--- config.mk ---
export PLATFORM = sky130hd
export DESIGN_NAME = rtfr_cfg
export DESIGN_NICKNAME = d
export VERILOG_FILES = /design/src/rtl/rtfr_pkg.sv /design/src/rtl/rtfr_cfg.sv
export SDC_FILE = /design/constraint.sdc
export NUM_CORES = 1
export LEC_CHECK = 0
export ABC_AREA = 0
export BUFFER_PORTS_ARGS = -buffer_cell sky130_fd_sc_hd__buf_2
export CELL_PAD_IN_SITES_DETAIL_PLACEMENT = 0
export CELL_PAD_IN_SITES_GLOBAL_PLACEMENT = 1
export CORE_ASPECT_RATIO = 0.5
export CORE_MARGIN = 2
export CORE_UTILIZATION = 25
export CTS_BUF_LIST = sky130_fd_sc_hd__clkbuf_16
export DETAILED_ROUTE_END_ITERATION = 6
export GPL_TIMING_DRIVEN = 0
export MAX_ROUTING_LAYER = met4
export PLACE_DENSITY_LB_ADDON = 0.1
export SYNTH_ARGS = -nofsm -noshare
export SYNTH_HDL_FRONTEND = slang
export SYNTH_SLANG_ARGS = --single-unit
--- constraint.sdc ---
create_clock -name clk -period 1.5 [get_ports clk]
set_clock_uncertainty 0.1 [all_clocks]
set_input_delay 0.075 -clock clk [delete_from_list [all_inputs] [get_ports clk]]
set_output_delay 0.075 -clock clk [all_outputs]
set_load 0.01 [all_outputs]
--- src/rtl/rtfr_pkg.sv ---
package rtfr_pkg;

	localparam int POLY_ORDER = 3;
	localparam int NCOEF      = 4;
	localparam int NREG       = 2 * NCOEF;
	localparam int IDX_W      = $clog2(NREG);
	localparam int QBITS      = 33;

	localparam logic [IDX_W-1:0] REG_NUM0 = IDX_W'(0);
	localparam logic [IDX_W-1:0] REG_DEN0 = IDX_W'(NCOEF);

	typedef logic signed [31:0] word_t;

	localparam word_t COEF_ONE = 32'sh0001_0000;
	localparam word_t WORD_MAX = 32'sh7FFF_FFFF;
	localparam word_t WORD_MIN = 32'sh8000_0000;

	localparam logic signed [65:0] WIDE_MAX = 66'sd2147483647;
	localparam logic signed [65:0] WIDE_MIN = -66'sd2147483648;

	typedef struct packed {
		word_t v;
		logic  sat;
	} clip_t;

	// sideband that rides along with the polynomial stages
	typedef struct packed {
		word_t xr;
		word_t xi;
		word_t g;
		logic  sat;
	} side_t;

	// sideband after the quotient
	typedef struct packed {
		word_t xr;
		word_t xi;
		word_t g;
		logic  sat;
		logic  dz;
		logic  qsat;
	} qside_t;

	function automatic clip_t clip32(input logic signed [65:0] v);
		clip_t r;
		if (v > WIDE_MAX) begin
			r.v   = WORD_MAX;
			r.sat = 1'b1;
		end else if (v < WIDE_MIN) begin
			r.v   = WORD_MIN;
			r.sat = 1'b1;
		end else begin
			r.v   = v[31:0];
			r.sat = 1'b0;
		end
		return r;
	endfunction

endpackage

--- src/rtl/rtfr_cfg.sv ---
module rtfr_cfg (
	input  logic                           clk,
	input  logic                           arst_n,
	input  logic                           wr_en,
	input  logic [rtfr_pkg::IDX_W-1:0]     wr_idx,
	input  logic [31:0]                    wr_data,
	output rtfr_pkg::word_t                num [rtfr_pkg::NCOEF],
	output rtfr_pkg::word_t                den [rtfr_pkg::NCOEF]
);

	rtfr_pkg::word_t regs_q [rtfr_pkg::NREG];

	always_ff @(posedge clk or negedge arst_n) begin
		if (!arst_n) begin
			for (int i = 0; i < rtfr_pkg::NREG; i++) begin
				regs_q[i] <= (i == rtfr_pkg::REG_NUM0 || i == rtfr_pkg::REG_DEN0) ?
					rtfr_pkg::COEF_ONE : '0;
			end
		end else if (wr_en) begin
			regs_q[wr_idx] <= wr_data;
		end
	end

	// coefficients above the polynomial order read as zero
	always_comb begin
		for (int k = 0; k < rtfr_pkg::NCOEF; k++) begin
			num[k] = (k <= rtfr_pkg::POLY_ORDER) ? regs_q[k] : '0;
			den[k] = (k <= rtfr_pkg::POLY_ORDER) ? regs_q[rtfr_pkg::NCOEF + k] : '0;
		end
	end

endmodule

Word-level counts from Yosys, hierarchy flattened:

Cells that the tools add are included.

* input port bits: 38
* register bits after elaboration: 256
* output and inout port bits: 256
* logic and storage cells: 15

* muxes and demuxes: 3
* reduce and logical (&&, ||, !) cells: 1
* bitwise logic cells: 1
* order comparisons: 2

Operator list (count)
* bitwise mux 256 bit: 1
* demux 32 bit (select 3 bit): 1
* 2-to-1 mux 32 bit: 1
* greater-or-equal comparator 4 bit (second input constant): 1
* < comparator 4 x 1 -> 1 bit (second input constant): 1
* NOT 3 -> 4 bit: 1
* logical AND 1 bit: 1

Depth between registers and ports, before layout:

* depth after elaboration: 6
* mapped depth: 5
* mapped depth without buffers: 2

Least setup slack after synthesis:

OpenSTA, ideal clock, no wires.

* path type: input -> register
* from: input wr_idx[2] (netlist name)
* to: register regs_q, in the netlist num[107]
* setup slack: 117 ps
* required time: 1275 ps
* stages: 4
* path buffers: 2
* arrival: 1158 ps
* setup time: 125 ps
* cell sequence: buf_2 nor4b_4 buf_6 mux2_2

* cells in the longest elaborated chain, start to end: 6
* elaborated cells on any way between the ends: 7
* those cells by class: order compare (2); mux (3); bitwise (1); reduce/logical (1)

Ends and longest elaborated chain
* start, declared: line rtfr_cfg.sv:5 `input logic [rtfr_pkg::IDX_W-1:0] wr_idx,`
* NOT 3 -> 4 bit (implied by the code) (*): line rtfr_cfg.sv:20 `regs_q[wr_idx] <= wr_data;`
* greater-or-equal comparator 4 bit (implied by the code) or < comparator 4 x 1 -> 1 bit (tied branches): line rtfr_cfg.sv:20
* logical AND 1 bit (implied by the code): line rtfr_cfg.sv:20
* 2-to-1 mux 32 bit (implied by the code): line rtfr_cfg.sv:20
* demux 32 bit (select 3 bit) (*): line rtfr_cfg.sv:20
* bitwise mux 256 bit (*): line rtfr_cfg.sv:20
* end signal, assigned by index: line rtfr_cfg.sv:16 `regs_q[i] <= (i == rtfr_pkg::REG_NUM0 || i == rtfr_pkg::REG_DEN0) ?`
* end signal, assigned by index: line rtfr_cfg.sv:20
* end, declared: line rtfr_cfg.sv:11 `rtfr_pkg::word_t regs_q [rtfr_pkg::NREG];`

Mark *: on every way between the ends. The rest lies on a longest branch, timed or not.
A chain may end at the register's enable or synchronous reset.

Final worst setup path:

* from: input wr_idx[2] (netlist name)
* to: register regs_q, in the netlist num[127]

Same word-level chain as after synthesis.

==> results.json <==
{
  "drv_cap": 0,
  "cp-startpoint": "wr_idx[2]",
  "setup_viol": 0,
  "violations": "negative hold slack",
  "area_delta_synth_final_pct": 36.8,
  "path_clk_slew_ns": 0.07,
  "die_h_um": 143,
  "path_buf_inv": 2,
  "ys_types": 10,
  "die_area_um2": 40100,
  "period_needed_ns": 1.47,
  "crit_end": "num[127]",
  "syn_area_um2": 9610,
  "hold_path_class": "in2async",
  "fill_cells": 3744,
  "yosys-top-cells-count": "dfrtp_1, mux2_2, buf_2",
  "grt-ovfl-total": 0,
  "ir_worst_vdd_uv": 770,
  "num_vias": 5972,
  "path_cells": "buf_2, nor4b_4, dlygate4sd3_1, mux2_2",
  "worstPathRequired_ns": 1.83,
  "grt_max_degree": 108,
  "cts_tree": "done",
  "synth-xor-area-share": 0,
  "clock_sinks": 256,
  "cp_slowest_stage_delay_ns": 0.71,
  "antenna_cells": 0,
  "synth-seq-area-share": 0.667,
  "post_drt_wl_per_cell_um": 19.5,
  "port-buffer-count": 289,
  "fin_nets": 947,
  "gp_congestion": 0.733,
  "insertion_delay_ns": 0.54,
  "yosys.area_share.adder": 0,
  "die_w_um": 281,
  "pin_count": 294,
  "layout.cells.non_filler": 1450,
  "synthFlopType": "dfrtp_1",
  "antenna_found_initial": 0,
  "drtAntennaViolNets": 0,
  "powerDensity_nw_per_um2": 1620,
  "synthArstFlopShare": 1.00,
  "firstDrtPassIters": 4,
  "dp.cells": 1362,
  "regToRegSetupSlack_ns": 0.62,
  "num_rows": 50,
  "yosys_warnings": 0,
  "hpwl_mm": 19.9,
  "status": "finished, violations left",
  "cp_top_family": "buffers and inverters",
  "synth_top_family_by_area": "multiplexers",
  "start_kind": "primary input",
  "drc_errors": 0,
  "worstSetupPathType": "in2reg",
  "synth_area_leaders": "dfrtp_1, mux2_2, mux2_1, buf_6, buf_2",
  "rsz0062_at_grt": "false",
  "r2r_start": "den[110]",
  "synth_top_area_cell": "dfrtp_1",
  "cp.depth": 4,
  "postCtsHoldBufs": 38,
  "layout_worst_path_cycle_share": 0.978,
  "synthMuxAreaShare": 0.300,
  "path_max_fanout": 8,
  "rr_worst_depth": 1,
  "cp-end-kind": "flip-flop",
  "r2r-end": "den[110]",
  "syn_nets": 589,
  "clock-root-buffer": "clkbuf_16",
  "cp_slowest_cell": "dlygate4sd3_1",
  "synth-compound-area-share": 0,
  "start_util": 0.255,
  "synth_most_common_cell": "dfrtp_1",
  "clockBufferDepth": 3,
  "synthSimpleGateAreaFrac": 0.00899,
  "hold_ws_ns": -0.0635,
  "synth_edf_count": 0,
  "fmax_ghz": 0.682,
  "p_leak_nw": 6.18,
  "drt_iter0_markers": 197,
  "grt_pass1_vias": 6411,
  "syn_inst": 551,
  "via_per_inst": 4.12,
  "synthDominantCellAreaShare": 0.662,
  "synth_area_per_cell_um2": 17.4,
  "slew_viol_final": 0,
  "cts_buffers": 27,
  "maxSlewHeadroom": 0.600,
  "ys_seq_elements": 256,
  "fp.coreArea_um2": 37700,
  "worst_slew_pin_slew_ns": 0.600,
  "htree_levels": 1,
  "hold_viol_final": 43,
  "routed_wl_mm": 28.3,
  "power_w": 0.0213,
  "crit_arrival_ns": 1.80,
  "grt_pass1_wl_mm": 42.4,
  "grt.total_usage": 0.146,
  "drive_gt1_frac": 0.654
}
layout make-up:
cell class              instances  area, um^2  share of cell area
flip-flops and latches        256        6410               0.487
clock inverters                23         319              0.0243
plain buffers                  31         233              0.0177
well taps                     520         651              0.0495
multi-input cells             264        2970               0.226
repair buffers                329        1890               0.144
clock buffers                  27         676              0.0514
through the flow:
stage	utilization	setup TNS [ns]	hold slack (ns)	setup slack [ns]	instance area, um^2
6_report	0.349	0	-0.0635	0.0332	13100
5_1_grt	0.349	0	-0.0547	0.00285	13100
4_1_cts	0.349	0	-0.0901	0.0317	13100
3_5_place_dp	0.313	-9.07	-0.0893	-0.156	11800
3_3_place_gp	0.311	-1178.01	0.306	-4.62	11700
2_1_floorplan	-	0	-0.321	0.117	9610
how the worst min path moves through the flow:
| stage | slack [ns] | to | from | depth (start not counted) |
|---|---|---|---|---|
| after floorplan | -0.32 | den[0] | arst_n | 0 |
| after global placement | 0.31 | den[114] | wr_data[18] | 2 |
| after detailed placement | -0.09 | num[55] | arst_n | 1 |
| after CTS | -0.09 | num[123] | arst_n | 2 |
| after global routing | -0.05 | den[85] | arst_n | 2 |
| final | -0.06 | den[87] | arst_n | 2 |
report_power, final:
part           internal, W  total, W  switching (W)
combinational      0.00227   0.00462        0.00235
clock              0.00466   0.00756        0.00289
sequential         0.00843   0.00912       0.000689
total               0.0154    0.0213        0.00594
placed cells by master (no fill, tap or decap):
cell	n
inv_6	1
nor4bb_1	3
dlygate4sd3_1	38
clkinv_1	2
nand4b_1	3
buf_2	306
clkbuf_4	1
dfstp_2	2
clkinv_2	4
clkbuf_16	27
nand4_1	1
clkinv_4	1
buf_6	12
inv_1	5
dfrtp_1	254
mux2_2	240
bufinv_16	8
buf_8	1
buf_16	2
clkinvlp_4	2
mux2_1	16
nor4b_4	1
cells by family (layout without fill, tap and decap cells):
logic type | after synthesis | in the layout
AND/OR/NAND/NOR | 8 | 8
flip-flops | 256 | 256
multiplexers | 256 | 256
buffers and inverters | 31 | 410
what timing repair did:
item                                    4_1_cts  5_1_grt
hold endpoints to repair                    510       43
gates resized for setup                       0        1
endpoints found under the setup margin        0        9
buffers inserted                              0        0
registers in the layout, summed over array words and instances, names as in the netlist:
name and flops:
num 128, den 128
layer usage:
layer	routed length, um	track usage	vias up
li1	-	-	2693
met1	11900	0.178	3157
met2	15000	0.257	87
met3	849	0.0247	35
met4	535	0.0302	0
met5	0	-	-
(Power assumes the default switching activity.)
